===== config.mk =====
export PLATFORM = sky130hd
export DESIGN_NAME = dbs_front
export DESIGN_NICKNAME = d
export VERILOG_FILES = /design/src/rtl/core/dbs_pkg.sv /design/src/rtl/core/dbs_front.sv
export SDC_FILE = /design/constraint.sdc
export NUM_CORES = 1
export LEC_CHECK = 0
export ABC_CLOCK_PERIOD_IN_PS = 3300
export BUFFER_PORTS_ARGS = -buffer_cell sky130_fd_sc_hd__buf_2
export CAP_MARGIN = 15
export CELL_PAD_IN_SITES_DETAIL_PLACEMENT = 0
export CELL_PAD_IN_SITES_GLOBAL_PLACEMENT = 1
export CORE_UTILIZATION = 49
export DETAILED_ROUTE_END_ITERATION = 12
export PLACE_DENSITY_LB_ADDON = 0.05
export SYNTH_ARGS = -nofsm -noshare
export SYNTH_HDL_FRONTEND = slang
export SYNTH_SLANG_ARGS = --single-unit

===== constraint.sdc =====
create_clock -name clk -period 3.3 [get_ports clk]
set_clock_uncertainty 0.15 [all_clocks]
set_input_delay 0.165 -clock clk [delete_from_list [all_inputs] [get_ports clk]]
set_output_delay 0.165 -clock clk [all_outputs]
set_load 0.02 [all_outputs]

===== src/rtl/core/dbs_pkg.sv =====
// Shared types, constants and lookup function of the depth background subtractor.
package dbs_pkg;

    localparam int FRAME_PIXELS = 76800;
    localparam int IDX_W        = 17;
    localparam int PIX_W        = 8;
    localparam int OP_W         = 2;
    localparam int DIV_W        = 4;
    localparam int ADDR_W       = $clog2(FRAME_PIXELS);

    localparam int CMDQ_DEPTH = 4;
    localparam int CMDQ_PTR_W = $clog2(CMDQ_DEPTH);
    localparam int CMDQ_CNT_W = $clog2(CMDQ_DEPTH + 1);

    localparam int OUTQ_DEPTH = 8;
    localparam int OUTQ_PTR_W = $clog2(OUTQ_DEPTH);
    localparam int OUTQ_CNT_W = $clog2(OUTQ_DEPTH + 1);

    // Blend: floor(sum / 5) as (sum * 13108) >> 16, exact for sum up to 1275
    localparam int SUM_W       = PIX_W + 3;
    localparam int BLEND_MUL   = 13108;
    localparam int BLEND_MUL_W = 14;
    localparam int BLEND_SHIFT = 16;
    localparam int BLEND_PROD_W = SUM_W + BLEND_MUL_W;

    // Divisor: floor(diff / d) as (diff * ceil(4096 / d)) >> 12, exact for 8-bit diff
    localparam int RECIP_W     = 13;
    localparam int RECIP_SHIFT = 12;
    localparam int DIV_PROD_W  = PIX_W + RECIP_W;

    localparam logic [PIX_W-1:0] NOISE_FLOOR = PIX_W'(3);

    localparam logic CFG_AUTO_BASELINE   = 1'b0;
    localparam logic CFG_DENSITY_DIVISOR = 1'b1;

    localparam logic [DIV_W-1:0]   DIVISOR_RESET = DIV_W'(1);
    localparam logic [RECIP_W-1:0] RECIP_RESET   = RECIP_W'(4096);

    typedef enum logic [OP_W-1:0] {
        OP_PROCESS = 2'd0,
        OP_CAPTURE = 2'd1,
        OP_CLEAR   = 2'd2
    } op_t;

    typedef struct packed {
        op_t              op;
        logic [IDX_W-1:0] idx;
        logic [PIX_W-1:0] depth;
    } cmd_t;

    typedef struct packed {
        logic [PIX_W-1:0] fg;
        logic [IDX_W-1:0] idx;
    } res_t;

    // Reciprocal of the density divisor; zero divides as one
    function automatic logic [RECIP_W-1:0] recip_of(input logic [DIV_W-1:0] d);
        logic [RECIP_W-1:0] r;
        case (d)
            4'd0:    r = 13'd4096;
            4'd1:    r = 13'd4096;
            4'd2:    r = 13'd2048;
            4'd3:    r = 13'd1366;
            4'd4:    r = 13'd1024;
            4'd5:    r = 13'd820;
            4'd6:    r = 13'd683;
            4'd7:    r = 13'd586;
            4'd8:    r = 13'd512;
            4'd9:    r = 13'd456;
            4'd10:   r = 13'd410;
            4'd11:   r = 13'd373;
            4'd12:   r = 13'd342;
            4'd13:   r = 13'd316;
            4'd14:   r = 13'd293;
            default: r = 13'd274;
        endcase
        return r;
    endfunction

endpackage


===== src/rtl/core/dbs_front.sv =====
// Front end: accepts pixel beats, drops unused opcodes and off-frame indexes, queues commands.
module dbs_front
    import dbs_pkg::*;
(
    input  logic             clk,
    input  logic             rst_n,
    input  logic             pix_valid,
    output logic             pix_stall,
    input  logic [OP_W-1:0]  opcode,
    input  logic [IDX_W-1:0] pixel_index,
    input  logic [PIX_W-1:0] depth,
    input  logic             busy,
    input  logic             cmd_pop,
    output logic             cmd_valid,
    output cmd_t             cmd
);

    cmd_t                  q_reg [CMDQ_DEPTH];
    logic [CMDQ_PTR_W-1:0] wr_ptr_reg, wr_ptr_next;
    logic [CMDQ_PTR_W-1:0] rd_ptr_reg, rd_ptr_next;
    logic [CMDQ_CNT_W-1:0] cnt_reg, cnt_next;
    logic                  accept;
    logic                  keep;
    logic                  push;
    logic                  pop;

    assign pix_stall = busy || (cnt_reg == CMDQ_CNT_W'(CMDQ_DEPTH));
    assign accept    = pix_valid && !pix_stall;

    always_comb
    begin
        keep = 1'b0;
        if (pixel_index < IDX_W'(FRAME_PIXELS))
        begin
            unique case (opcode)
                OP_PROCESS, OP_CAPTURE, OP_CLEAR: keep = 1'b1;
                default:                          keep = 1'b0;
            endcase
        end
    end

    assign push      = accept && keep;
    assign cmd_valid = (cnt_reg != '0);
    assign pop       = cmd_pop && cmd_valid;
    assign cmd       = q_reg[rd_ptr_reg];

    always_comb
    begin
        wr_ptr_next = push ? wr_ptr_reg + CMDQ_PTR_W'(1) : wr_ptr_reg;
        rd_ptr_next = pop ? rd_ptr_reg + CMDQ_PTR_W'(1) : rd_ptr_reg;
        cnt_next    = cnt_reg + CMDQ_CNT_W'(push) - CMDQ_CNT_W'(pop);
    end

    always_ff @(posedge clk or negedge rst_n)
    begin
        if (!rst_n)
        begin
            wr_ptr_reg <= '0;
            rd_ptr_reg <= '0;
            cnt_reg    <= '0;
        end
        else
        begin
            wr_ptr_reg <= wr_ptr_next;
            rd_ptr_reg <= rd_ptr_next;
            cnt_reg    <= cnt_next;
        end
    end

    always_ff @(posedge clk)
    begin
        if (push)
        begin
            q_reg[wr_ptr_reg] <= '{op: op_t'(opcode), idx: pixel_index, depth: depth};
        end
    end

endmodule


**Yosys cells after proc, flatten, opt, wreduce, memory -nomap -nowiden**

Memory sizes are Yosys's and may differ from the RTL's.
Index checks and enable logic that the tools add are counted.

- Memories: 1
- RAM bits: 108
- Output and inout port bits: 29
- Register bits after elaboration: 7
- Bits of input ports: 32

Memory list:

| memory | words | width | rd ports | clocked after memory_dff | write ports | line | text |
|---|---|---|---|---|---|---|---|
| q_reg | 4 | 27 | 1 | 0 | 1 | dbs_front.sv:18 | `cmd_t q_reg [CMDQ_DEPTH];` |

- Magnitude comparators: 1
- Add/subtract/negate cells: 4
- Equality and inequality tests: 3
- Multiplexer cells: 4
- Reductions and logical operators: 8

Operator list:

| kind | count |
|---|---|
| < comparator 17 bit, second input constant | 1 |
| adder 2 x 1 -> 2 bit, second input constant | 2 |
| 2-to-1 mux 1 bit | 4 |
| adder 3 x 1 -> 3 bit | 1 |
| equality test 3 bit, second input constant | 1 |
| logical AND 1 bit | 3 |
| nonzero test 3 bit | 1 |
| OR reduction 3 bit | 1 |
| subtractor 3 x 1 -> 3 bit | 1 |
| equality test 2 x 1 -> 1 bit, second input constant | 1 |
| equality test 2 bit, second input constant | 1 |
| logical NOT 2 bit | 1 |
| logical NOT 1 bit | 1 |
| logical OR 1 bit | 1 |

**Logic depth before layout (Yosys ltp)**

Gate-level depths: netlist of run 1.

- Depth after elaboration: 7
- Gate-level depth with buffers: 11
- Gate-level depth less buffers: 11

**Worst setup path before layout of run 1**

No wires, ideal clock.

- Path kind: register to register
- Start point: register cnt_reg[1]
- End point: register cnt_reg[2]
- Setup slack: 0.826 ns
- Cell stages (with the launch flop): 10
- Path buffers: 0
- Setup time: 0.125 ns
- Data required time: 3.025 ns
- Arrival time: 2.199 ns
- Period minus slack after synthesis: 2.474 ns
- Cell sequence: dfrtp_1 or3_1 and2_1 ha_1 inv_1 ha_1 inv_1 fa_1 xnor2_1 xnor2_1

RTL lines:

| element | line | text |
|---|---|---|
| start, declared | dbs_front.sv:21 | `logic [CMDQ_CNT_W-1:0] cnt_reg, cnt_next;` |
| start signal, assigned | dbs_front.sv:66 | `cnt_reg <= cnt_next;` |
| nonzero test 3 bit | dbs_front.sv:43 | `assign cmd_valid = (cnt_reg != '0);` |
| net cmd_valid | dbs_front.sv:14 | `output logic cmd_valid,` |
| logical AND 1 bit | dbs_front.sv:44 | `assign pop = cmd_pop && cmd_valid;` |
| net pop | dbs_front.sv:25 | `logic pop;` |
| subtractor 3 x 1 -> 3 bit | dbs_front.sv:51 | `cnt_next = cnt_reg + CMDQ_CNT_W'(push) - CMDQ_CNT_W'(pop);` |
| net cnt_next[2] | dbs_front.sv:21 |  |

The timed path passes the listed nets, and every way through them passes these cells.
A chain may end at the register's enable or synchronous reset.

**Worst setup path in the final report of run 1**

- Start point: input pixel_index[12]
- End point: register cnt_reg[2]

- Cells in the longest elaborated chain, start to end: 5

RTL lines:

| element | line | text |
|---|---|---|
| start, declared | dbs_front.sv:10 | `input logic [IDX_W-1:0] pixel_index,` |
| < comparator 17 bit | dbs_front.sv:33 | `if (pixel_index < IDX_W'(FRAME_PIXELS))` |
| 2-to-1 mux 1 bit | dbs_front.sv:33 |  |
| logical AND 1 bit | dbs_front.sv:42 | `assign push = accept && keep;` |
| adder 3 x 1 -> 3 bit | dbs_front.sv:51 |  |
| subtractor 3 x 1 -> 3 bit | dbs_front.sv:51 |  |
| net cnt_next[2] | dbs_front.sv:21 |  |

The timed path passes the listed nets, and every way through them passes these cells.

==> results of run 1 <==
## cell families after synthesis
group	Yosys count
compound gates	3
xor+xnor	5
fa+ha+maj	7
buf+inv	12
flops	115
mux	28
simple gates	12
## final cells by class
cell class	instances	share of cell area, %
multi-input cells	55	15.4
well taps	105	2.33
flip-flops and latches	115	60.5
clock buffers	17	7.33
inverters	6	0.399
clock inverters	15	2.37
repair buffers	97	11.7
## repair_timing
action | CTS | global route
endpoints found under the hold margin | 119 | 0
hold buffers | 33 | 0
gates resized for setup | 0 | 0
## cell usage in the layout (no fill, tap or decap), types with 5 or more instances in the layout
master / n
ha_1: 6
buf_2: 60
inv_1: 6
clkinvlp_4: 5
mux4_2: 27
clkbuf_16: 16
dfrtp_1: 6
dlygate4sd3_1: 33
edfxtp_1: 108
## routing by layer
layer | routed length [um] | track usage (%)
met1 | 3060 | 20.8
met2 | 4000 | 31.1
met3 | 307 | 6.08
met4 | 80 | 7.84
met5 | 0 | 0
## worst reg2reg max path, stage by stage, from the launching register on
cell and delay [ns]:
dfrtp_1 0.42, nor2_1 0.06, a21o_1 0.21, a211oi_4 0.29
inv_1 0.08, ha_1 0.30, inv_1 0.07, ha_1 0.14
inv_1 0.05, fa_1 0.37, xnor2_1 0.17, xnor2_1 0.15
## per-stage QoR
| step | std cells | util, % | hold WS, ns |
|---|---|---|---|
| 2_1_floorplan | 182 | - | -0.281 |
| 4_1_cts | 410 | 67.4 | 0.242 |
| 5_1_grt | 410 | 67.4 | 0.254 |
| 6_report | 410 | 67.4 | 0.267 |
| 3_5_place_dp | 345 | 56.9 | -0.137 |
| 3_3_place_gp | 345 | 56.9 | -0.149 |
## power by group
part | internal [mW] | leakage (nW) | switching [mW]
combinational | 0.570 | 0.704 | 0.614
sequential | 1.72 | 1.06 | 0.128
clock | 0.999 | 0.255 | 0.645
## worst max path at each step
| stage | endpoint | slack (ns) | cells after the start |
|---|---|---|---|
| 6_report | cnt_reg[2]$_DFF_PN0_ | 0.67 | 13 |
| 5_1_grt | cnt_reg[2]$_DFF_PN0_ | 0.51 | 13 |
| 4_1_cts | cnt_reg[2]$_DFF_PN0_ | 0.60 | 13 |
| 3_5_place_dp | cnt_reg[2]$_DFF_PN0_ | 0.59 | 12 |
| 3_3_place_gp | cnt_reg[2]$_DFF_PN0_ | 0.80 | 12 |
| 2_1_floorplan | cnt_reg[2]$_DFF_PN0_ | 0.83 | 9 |
==> run_results.csv, run 1 <==
group,metric,value,unit
status,status,"complete, no violations",
synthesis,syn_area,4340,um2
synthesis,ys_top_cells_by_count,"108 x edfxtp_1, 27 x mux4_2, 7 x dfrtp_1",
synthesis,synth_top_family_by_area,"multiplexers",
synthesis,synth.area.top_cells,"edfxtp_1 75%, mux4_2 14%, dfrtp_1 4.0%",
sta,hold_violations,0,
worst_hold_path,worstHoldEndpoint,"q_reg[0][9]$_DFFE_PP_",
layout,diodes,0,
setup_path,crit_family,"buffers and inverters",
layout,largest_reg_flops,108,
detailed_routing,via_per_inst,5.10,
grt,grt_max_degree,28,
detailed_routing,drc,0,
power_and_ir_drop,vdd_drop_max,0.000413,V
synthesis,synth_warnings,0,
sta,rsz0062_at_grt,"false",
worst_hold_path,holdCritStartpoint,"pixel_index[1]",
setup_path,critPathKind,"in -> reg",
floorplan,fp.dieW,96.2,um
synthesis,synth_nets,221,
synthesis,ys_async_sr_fraction,6.09,%
synthesis,synth_top_area_share,74.7,%
grt,grt_remaining_overflow,0,
power_and_ir_drop,power.leakage,2.01,nW
clocking,cts_buffer_depth,2,
setup_path,r2r_start,"cnt_reg[1]$_DFF_PN0_",
synthesis,yosysTopAreaCell,"edfxtp_1",
detailed_routing,vias,2091,
layout,multi_input_area,868,um2
synthesis,synthFlopType,"edfxtp_1",
synthesis,synth_compound_area_share,0.922,%
layout,finalNetCount,331,
setup_path,r2r_end,"cnt_reg[2]$_DFF_PN0_",
synthesis,yosysMostFrequentCell,"edfxtp_1",
detailed_routing,first_pass_iters,4,
floorplan,coreArea,8380,um2
worst_hold_path,hold_path.class,"in -> reg",
synthesis,synthMuxAreaShare,14.3,%
grt,grt_use_total,18.2,%
sta,min_period,2.63,ns
synthesis,synth-seq-cells,115,
power_and_ir_drop,power,4.67,mW
placed_design,place.gp.congestion,0.674,
layout,fillers,541,
setup_path,r2r_slack,0.76,ns
setup_path,worst-endpoint-arrival,2.89,ns
placed_design,dp_hpwl,4560,um
grt,grt_pass1_wl,11300,um
power_and_ir_drop,p_per_area,827,nW/um2
setup_path,startpoint,"pixel_index[12]",
setup_path,crit_top_cell,"inv_1",
clocking,cts_root_buf,"clkbuf_8",
synthesis,synth_edf_count,108,
floorplan,pin_count,61,
synthesis,synthXorXnorAreaFrac,1.01,%
detailed_routing,drt_iter0_drc,68,
layout,final_area,5650,um2
synthesis,ys_seq_area_share,78.7,%
synthesis,synthSimpleGateAreaFrac,1.53,%
clocking,cts.sinks,115,
clocking,clk_latency,0.50,ns
layout,seq_area,3420,um2
setup_path,path_cells,"dlygate4sd3_1, buf_2, a211oi_2, nand2_1, a211oi_4, inv_1, ha_1, inv_1, ha_1, inv_1, fa_1, xnor2_1, xnor2_1",
sta,slew_violations,0,
clocking,htreeDepth,4,
setup_path,startpoint_type,"input pin",
sta,max_freq,0.381,GHz
grt,grt_pass1_vias,2249,
grt,antenna_found_initial,0,
synthesis,synthCells,182,
floorplan,start_util,51.8,%
floorplan,num_rows,33,
floorplan,die_h,96.2,um
setup_path,cpPeakStageDelay,0.53,ns
sta,setup_violations,0,
layout,layout-drive-gt1-share,42.6,%
setup_path,path_buf_inv,5,
synthesis,synthAdderAreaFrac,2.19,%
placed_design,dp_slack,0.593,ns
setup_path,r2r_cells,11,
placed_design,io_buffers,60,
layout,syn2layout_area_growth,30.1,%
sta,worst_slew_pin_slew,0.788,ns
placed_design,placed_area,4770,um2
sta,fin_setup_tns,0,ns
detailed_routing,ant_nets,0,
worst_hold_path,holdPathStages,2,
setup_path,end_kind,"flop",
sta,relSlewSlack,47.5,%
clocking,cts_tree,"yes",
floorplan,die_area,9250,um2
synthesis,synth_cell_type_count,20,
detailed_routing,drt-wirelength-per-cell,18.2,um
detailed_routing,routed_wl,7450,um
clocking,cts_buffers,17,
sta,min_period_over_period,79.6,%
sta,worst_slack,0.673,ns
setup_path,cp.required,3.56,ns
setup_path,cpMaxStageDelayCell,"dlygate4sd3_1",
setup_path,path_max_fanout,7,
clocking,post-cts-setup-buffer-count,0,
synthesis,avgSynthCellArea,23.9,um2
clocking,clk_transition_reported_paths,0.06,ns
flow_run,cap_violations,0,
No activity file was read; power rests on OpenSTA's default activity.
==> run 2: changes to the inputs <==
--- a/config.mk
+++ b/config.mk
@@ -5,12 +5,12 @@
 export SDC_FILE = /design/constraint.sdc
 export NUM_CORES = 1
 export LEC_CHECK = 0
-export ABC_CLOCK_PERIOD_IN_PS = 3300
+export ABC_CLOCK_PERIOD_IN_PS = 2400
 export BUFFER_PORTS_ARGS = -buffer_cell sky130_fd_sc_hd__buf_2
 export CAP_MARGIN = 15
 export CELL_PAD_IN_SITES_DETAIL_PLACEMENT = 0
 export CELL_PAD_IN_SITES_GLOBAL_PLACEMENT = 1
-export CORE_UTILIZATION = 49
+export CORE_UTILIZATION = 45
 export DETAILED_ROUTE_END_ITERATION = 12
 export PLACE_DENSITY_LB_ADDON = 0.05
 export SYNTH_ARGS = -nofsm -noshare
==> constraint.sdc (replaced) <==
create_clock -name clk -period 2.4 [get_ports clk]
set_clock_uncertainty 0.15 [all_clocks]
set_input_delay 0.12 -clock clk [delete_from_list [all_inputs] [get_ports clk]]
set_output_delay 0.12 -clock clk [all_outputs]
set_load 0.02 [all_outputs]
==> run 2 against run 1 <==
First-iteration DRC count up 5.9%. Cell count increased by 9.5%. Critical path type unchanged. Combinational power grew 65%. Utilization shrank 2.8 points. Non-clock buffer count grew 15. Power grew 49%. Cell area grew 6.2%. Clock power grew 57%. Wire length rose by 3.0%. Largest cell class unchanged. Register-to-register slack worse by 0.69 ns.
==> run_results.csv, run 2 (same netlist as run 1, synthesis figures left out) <==
group,metric,value,unit
clocking,cts_buffer_depth,2,
clocking,cts.sinks,115,
detailed_routing,drc,0,
floorplan,die_area,10100,um2
setup_path,critPathKind,"in -> reg",
placed_design,dp_slack,-0.0358,ns
layout,fin_util,64.6,%
setup_path,path_max_fanout,6,
placed_design,dp_hpwl,4920,um
worst_hold_path,hold_path.class,"in -> reg",
layout,diodes,0,
detailed_routing,drt-wirelength-per-cell,17.1,um
setup_path,end_kind,"flop",
floorplan,die_h,100,um
layout,finalNetCount,346,
floorplan,fp.dieW,100,um
sta,setup_violations,0,
placed_design,placed_area,4980,um2
detailed_routing,routed_wl,7670,um
clocking,cts_root_buf,"clkbuf_8",
layout,fillers,660,
floorplan,num_rows,35,
sta,min_period_over_period,97.8,%
setup_path,cp.required,2.63,ns
status,status,"complete, no violations",
layout,final_area,6000,um2
layout,largest_reg_flops,108,
clocking,htreeDepth,4,
floorplan,coreArea,9280,um2
clocking,clk_transition_reported_paths,0.05,ns
grt,grt_pass1_wl,12000,um
setup_path,startpoint_type,"input pin",
layout,syn2layout_area_growth,38.1,%
grt,antenna_found_initial,0,
sta,min_period,2.35,ns
clocking,cts_buffers,17,
sta,worst_slack,0.0534,ns
floorplan,start_util,46.8,%
clocking,clk_latency,0.49,ns
placed_design,io_buffers,60,
grt,grt_pass1_vias,2416,
power_and_ir_drop,vdd_drop_max,0.000556,V
sta,max_freq,0.426,GHz
detailed_routing,vias,2202,
placed_design,place.gp.congestion,0.656,
grt,grt_max_degree,18,
layout,layout-drive-gt1-share,49.1,%
floorplan,pin_count,61,
power_and_ir_drop,p_per_area,1160,nW/um2
detailed_routing,first_pass_iters,4,
grt,grt_remaining_overflow,0,
power_and_ir_drop,power.leakage,2.16,nW
grt,grt_use_total,16.8,%
sta,hold_violations,0,
detailed_routing,ant_nets,0,
clocking,cts_tree,"yes",
flow_run,cap_violations,0,
layout,most-common-layout-cells,"108 x edfxtp_1, 60 x buf_2, 30 x dlygate4sd3_1",
setup_path,worst-endpoint-arrival,2.58,ns
detailed_routing,via_per_inst,4.90,
detailed_routing,drt_iter0_drc,72,
sta,slew_violations,0,
sta,relSlewSlack,74.9,%
sta,worst_slew_pin_slew,0.375,ns
sta,holdWs,0.160,ns
layout,final_common_cell,"edfxtp_1",
## run 2: changes by cell type in the layout (fill, tap and decap cells not counted), moves of 2 or more
cell / delta
buf_4: +10
buf_12: +8
inv_2: +3
bufinv_16: +3
dlygate4sd3_1: -3
ha_1: -2
inv_1: -3
clkinvlp_4: -2
ha_4: +2
## run 2: layout make-up
| class | count | area (um2) | share of cell area, % |
|---|---|---|---|
| repair buffers | 112 | 866 | 14.4 |
| flip-flops and latches | 115 | 3420 | 57.0 |
| well taps | 129 | 161 | 2.69 |
| inverters | 6 | 22.5 | 0.375 |
| clock buffers | 17 | 414 | 6.90 |
| multi-input cells | 55 | 911 | 15.2 |
| clock inverters | 15 | 204 | 3.40 |
## run 2: worst paths after layout
path / start / endpoint / slack [ns] / cells after the start
max: pixel_index[13] / cnt_reg[2]$_DFF_PN0_ / 0.05 / 13
max reg2reg: cnt_reg[1]$_DFF_PN0_ / cnt_reg[2]$_DFF_PN0_ / 0.07 / 9
min: pix_valid / wr_ptr_reg[0]$_DFFE_PN0P_ / 0.16 / 6
max in group asynchronous: rst_n / rd_ptr_reg[0]$_DFFE_PN0P_ / 1.36 / 3
min in group asynchronous: rst_n / cnt_reg[0]$_DFF_PN0_ / 0.44 / 3
min reg2reg: wr_ptr_reg[1]$_DFFE_PN0P_ / wr_ptr_reg[1]$_DFFE_PN0P_ / 0.43 / 1
## run 2: repair_timing
action | in CTS | in global routing
endpoints found under the hold margin | 118 | 0
hold buffers | 30 | 0
resized for setup | 2 | 8
setup endpoints to repair | 16 | 12
pin swaps | 1 | 7
buffers inserted | 1 | 7
## run 2: metrics by stage
step,power [mW],instances,setup TNS [ns]
floorplan,3.71,182,-0.0601
global placement,4.22,379,0
detailed placement,4.28,379,-0.0358
CTS,6.93,442,0
global route,7.27,449,-0.0258
finish,6.97,449,0
## run 2: critical path: stages
cell and delay, ns:
dlygate4sd3_1 0.53, buf_2 0.15, a211oi_2 0.18, nand2_1 0.13
a211oi_4 0.25, inv_2 0.08, ha_4 0.24, inv_2 0.07
ha_4 0.13, inv_2 0.04, fa_2 0.39, xnor2_2 0.14
xnor2_1 0.12
## run 2: where the power goes
part	switching, mW	internal (mW)	leakage [nW]	total [mW]
clock network	0.872	1.69	0.293	2.57
registers	0.0895	2.36	1.06	2.45
logic	0.986	0.961	0.814	1.95
## run 2: per-layer routing
layer	global-route usage (%)	part of all wire (%)	up-vias
li1	-	-	1009
met1	19.0	40	1136
met2	29.5	55	51
met3	5.15	3.5	6
met4	7.69	0.69	0
met5	0	0	-
==> run 3: changes to the inputs <==
--- a/config.mk
+++ b/config.mk
@@ -5,12 +5,10 @@
 export SDC_FILE = /design/constraint.sdc
 export NUM_CORES = 1
 export LEC_CHECK = 0
-export ABC_CLOCK_PERIOD_IN_PS = 2400
+export ABC_CLOCK_PERIOD_IN_PS = 2250
 export BUFFER_PORTS_ARGS = -buffer_cell sky130_fd_sc_hd__buf_2
 export CAP_MARGIN = 15
-export CELL_PAD_IN_SITES_DETAIL_PLACEMENT = 0
-export CELL_PAD_IN_SITES_GLOBAL_PLACEMENT = 1
-export CORE_UTILIZATION = 45
+export CORE_UTILIZATION = 55
 export DETAILED_ROUTE_END_ITERATION = 12
 export PLACE_DENSITY_LB_ADDON = 0.05
 export SYNTH_ARGS = -nofsm -noshare
==> constraint.sdc (replaced) <==
create_clock -name clk -period 2.25 [get_ports clk]
set_clock_uncertainty 0.15 [all_clocks]
set_input_delay 0.1125 -clock clk [delete_from_list [all_inputs] [get_ports clk]]
set_output_delay 0.1125 -clock clk [all_outputs]
set_load 0.02 [all_outputs]
==> run 3 against run 2 <==
The flow now finishes with violations (negative setup slack). Cell count decreased by 5.3%. First-iteration DRC count increased by 110%. Worst hold slack worse by 0.027 ns. Clock power decreased by 5%. Critical path type is now reg -> reg.
==> run_results.csv, run 3 (same netlist as run 1, synthesis figures left out) <==
group,metric,value,unit
power_and_ir_drop,vdd_drop_max,0.000733,V
sta,worst_slew_pin_slew,0.393,ns
sta,hold_violations,0,
grt,grt_max_degree,17,
detailed_routing,drt-wirelength-per-cell,18.0,um
floorplan,pin_count,61,
setup_path,path_buf_inv,3,
detailed_routing,via_per_inst,5.22,
layout,largest_reg_flops,108,
placed_design,dp_hpwl,4810,um
setup_path,cp_num_cells,11,
setup_path,worst-endpoint-arrival,2.55,ns
detailed_routing,drc,0,
clocking,htreeDepth,4,
setup_path,r2r_cells,11,
sta,rsz0062_at_grt,"true",
detailed_routing,first_pass_iters,5,
floorplan,die_h,90.9,um
detailed_routing,drt_iter0_drc,148,
grt,grt_pass1_wl,12300,um
sta,slew_violations,0,
setup_path,critPathKind,"reg -> reg",
power_and_ir_drop,power.leakage,2.14,nW
power_and_ir_drop,p_per_area,1220,nW/um2
clocking,cts_buffers,17,
worst_hold_path,hold_path.class,"in -> reg",
layout,diodes,0,
floorplan,fp.dieW,90.9,um
status,status,"complete, but fails checks",
flow_run,cap_violations,0,
setup_path,end_kind,"flop",
grt,grt_pass1_vias,2451,
setup_path,path_cells,"nor2_1, a21o_1, a211oi_4, inv_2, ha_4, inv_4, ha_4, inv_2, fa_2, xnor2_2, xnor2_1",
layout,final_common_cell,"edfxtp_1",
clocking,cts_root_buf,"clkbuf_8",
setup_path,path_max_fanout,3,
setup_path,cp.required,2.49,ns
detailed_routing,routed_wl,7640,um
sta,worst_slack,-0.0561,ns
grt,grt_use_total,21.1,%
clocking,cts_tree,"yes",
layout,fillers,447,
layout,syn2layout_area_growth,36.0,%
detailed_routing,met2WireLength,4020,um
detailed_routing,wl_met1,3140,um
layout,layout-drive-gt1-share,49.5,%
placed_design,io_buffers,60,
floorplan,coreArea,7690,um2
clocking,clk_latency,0.51,ns
detailed_routing,highest_layer,"met4",
clocking,cts.sinks,115,
sta,min_period,2.31,ns
clocking,cts_buffer_depth,2,
setup_path,crit_family,"adder cells",
detailed_routing,vias,2219,
grt,antenna_found_initial,0,
status,violations,"negative setup slack",
clocking,clk_transition_reported_paths,0.06,ns
setup_path,cpMaxStageDelayCell,"dfrtp_1",
setup_path,cpPeakStageDelay,0.39,ns
floorplan,start_util,56.5,%
sta,holdWs,0.133,ns
sta,setup_violations,1,
sta,max_freq,0.434,GHz
sta,relSlewSlack,73.7,%
floorplan,die_area,8260,um2
detailed_routing,dr_wl_met3,386,um
sta,min_period_over_period,102,%
power_and_ir_drop,power,7.18,mW
grt,grt_remaining_overflow,0,
layout,most-common-layout-cells,"108 x edfxtp_1, 60 x buf_2, 30 x dlygate4sd3_1",
worst_hold_path,holdPathStages,6,
setup_path,startpoint_type,"flop",
placed_design,place.gp.congestion,0.693,
layout,finalNetCount,349,
floorplan,num_rows,32,
detailed_routing,ant_nets,0,
==> run 3: layout make-up <==
cell class	instances	area, um2	share of cell area (%)
multi-input cells	55	911	15.4
flip-flops and latches	115	3420	57.9
repair buffers	115	863	14.6
well taps	102	128	2.16
clock buffers	18	418	7.07
clock inverters	14	140	2.37
inverters	6	25.0	0.424
==> run 3: what timing repair did <==
| action | CTS | global route |
|---|---|---|
| endpoints found under the hold margin | 117 | 0 |
| endpoints found under the setup margin | 23 | 23 |
| hold buffers | 30 | 0 |
| pin swaps | 7 | 8 |
| setup buffers | 2 | 2 |
| gates resized for setup | 11 | 0 |
==> run 3: path summary, 6_finish.rpt <==
kind | start | to | slack (ns)
min in group asynchronous | rst_n | cnt_reg[2]$_DFF_PN0_ | 0.43
max in group asynchronous | rst_n | rd_ptr_reg[0]$_DFFE_PN0P_ | 1.20
setup / recovery | cnt_reg[1]$_DFF_PN0_ | cnt_reg[2]$_DFF_PN0_ | -0.06
setup reg to reg | cnt_reg[1]$_DFF_PN0_ | cnt_reg[2]$_DFF_PN0_ | -0.06
hold reg to reg | wr_ptr_reg[1]$_DFFE_PN0P_ | wr_ptr_reg[1]$_DFFE_PN0P_ | 0.46
hold / removal | pix_valid | wr_ptr_reg[0]$_DFFE_PN0P_ | 0.13
==> run 3: worst reg2reg max path: stages (launching register included) <==
cell and delay (ns):
dfrtp_1 0.39, nor2_1 0.08, a21o_1 0.21, a211oi_4 0.24, inv_2 0.07, ha_4 0.22
inv_4 0.05, ha_4 0.12, inv_2 0.03, fa_2 0.36, xnor2_2 0.15, xnor2_1 0.13
==> run 3: routing by layer <==
layer / GRT usage [%] / up-vias
met4: 9.13 / 0
li1: - / 1006
met3: 7.49 / 9
met5: 0 / -
met2: 35.4 / 77
met1: 24.6 / 1127
==> run 3: where the power goes <==
| group | internal [mW] | switching, mW |
|---|---|---|
| registers | 2.52 | 0.0954 |
| clock network | 1.56 | 0.892 |
| logic | 1.05 | 1.07 |
| total | 5.13 | 2.05 |
==> run 3: through the flow <==
step           util [%]  worst slack [ns]  std cells  area, um2  setup TNS (ns)
3_5_place_dp       64.6            -0.189        359       4960          -0.248
4_1_cts            76.5           -0.0770        423       5880         -0.0770
3_3_place_gp       64.6           -0.0565        359       4960         -0.0565
5_1_grt            76.8            -0.148        425       5910          -0.192
2_1_floorplan         -            -0.210        182       4350          -0.284
6_report           76.8           -0.0561        425       5910         -0.0561
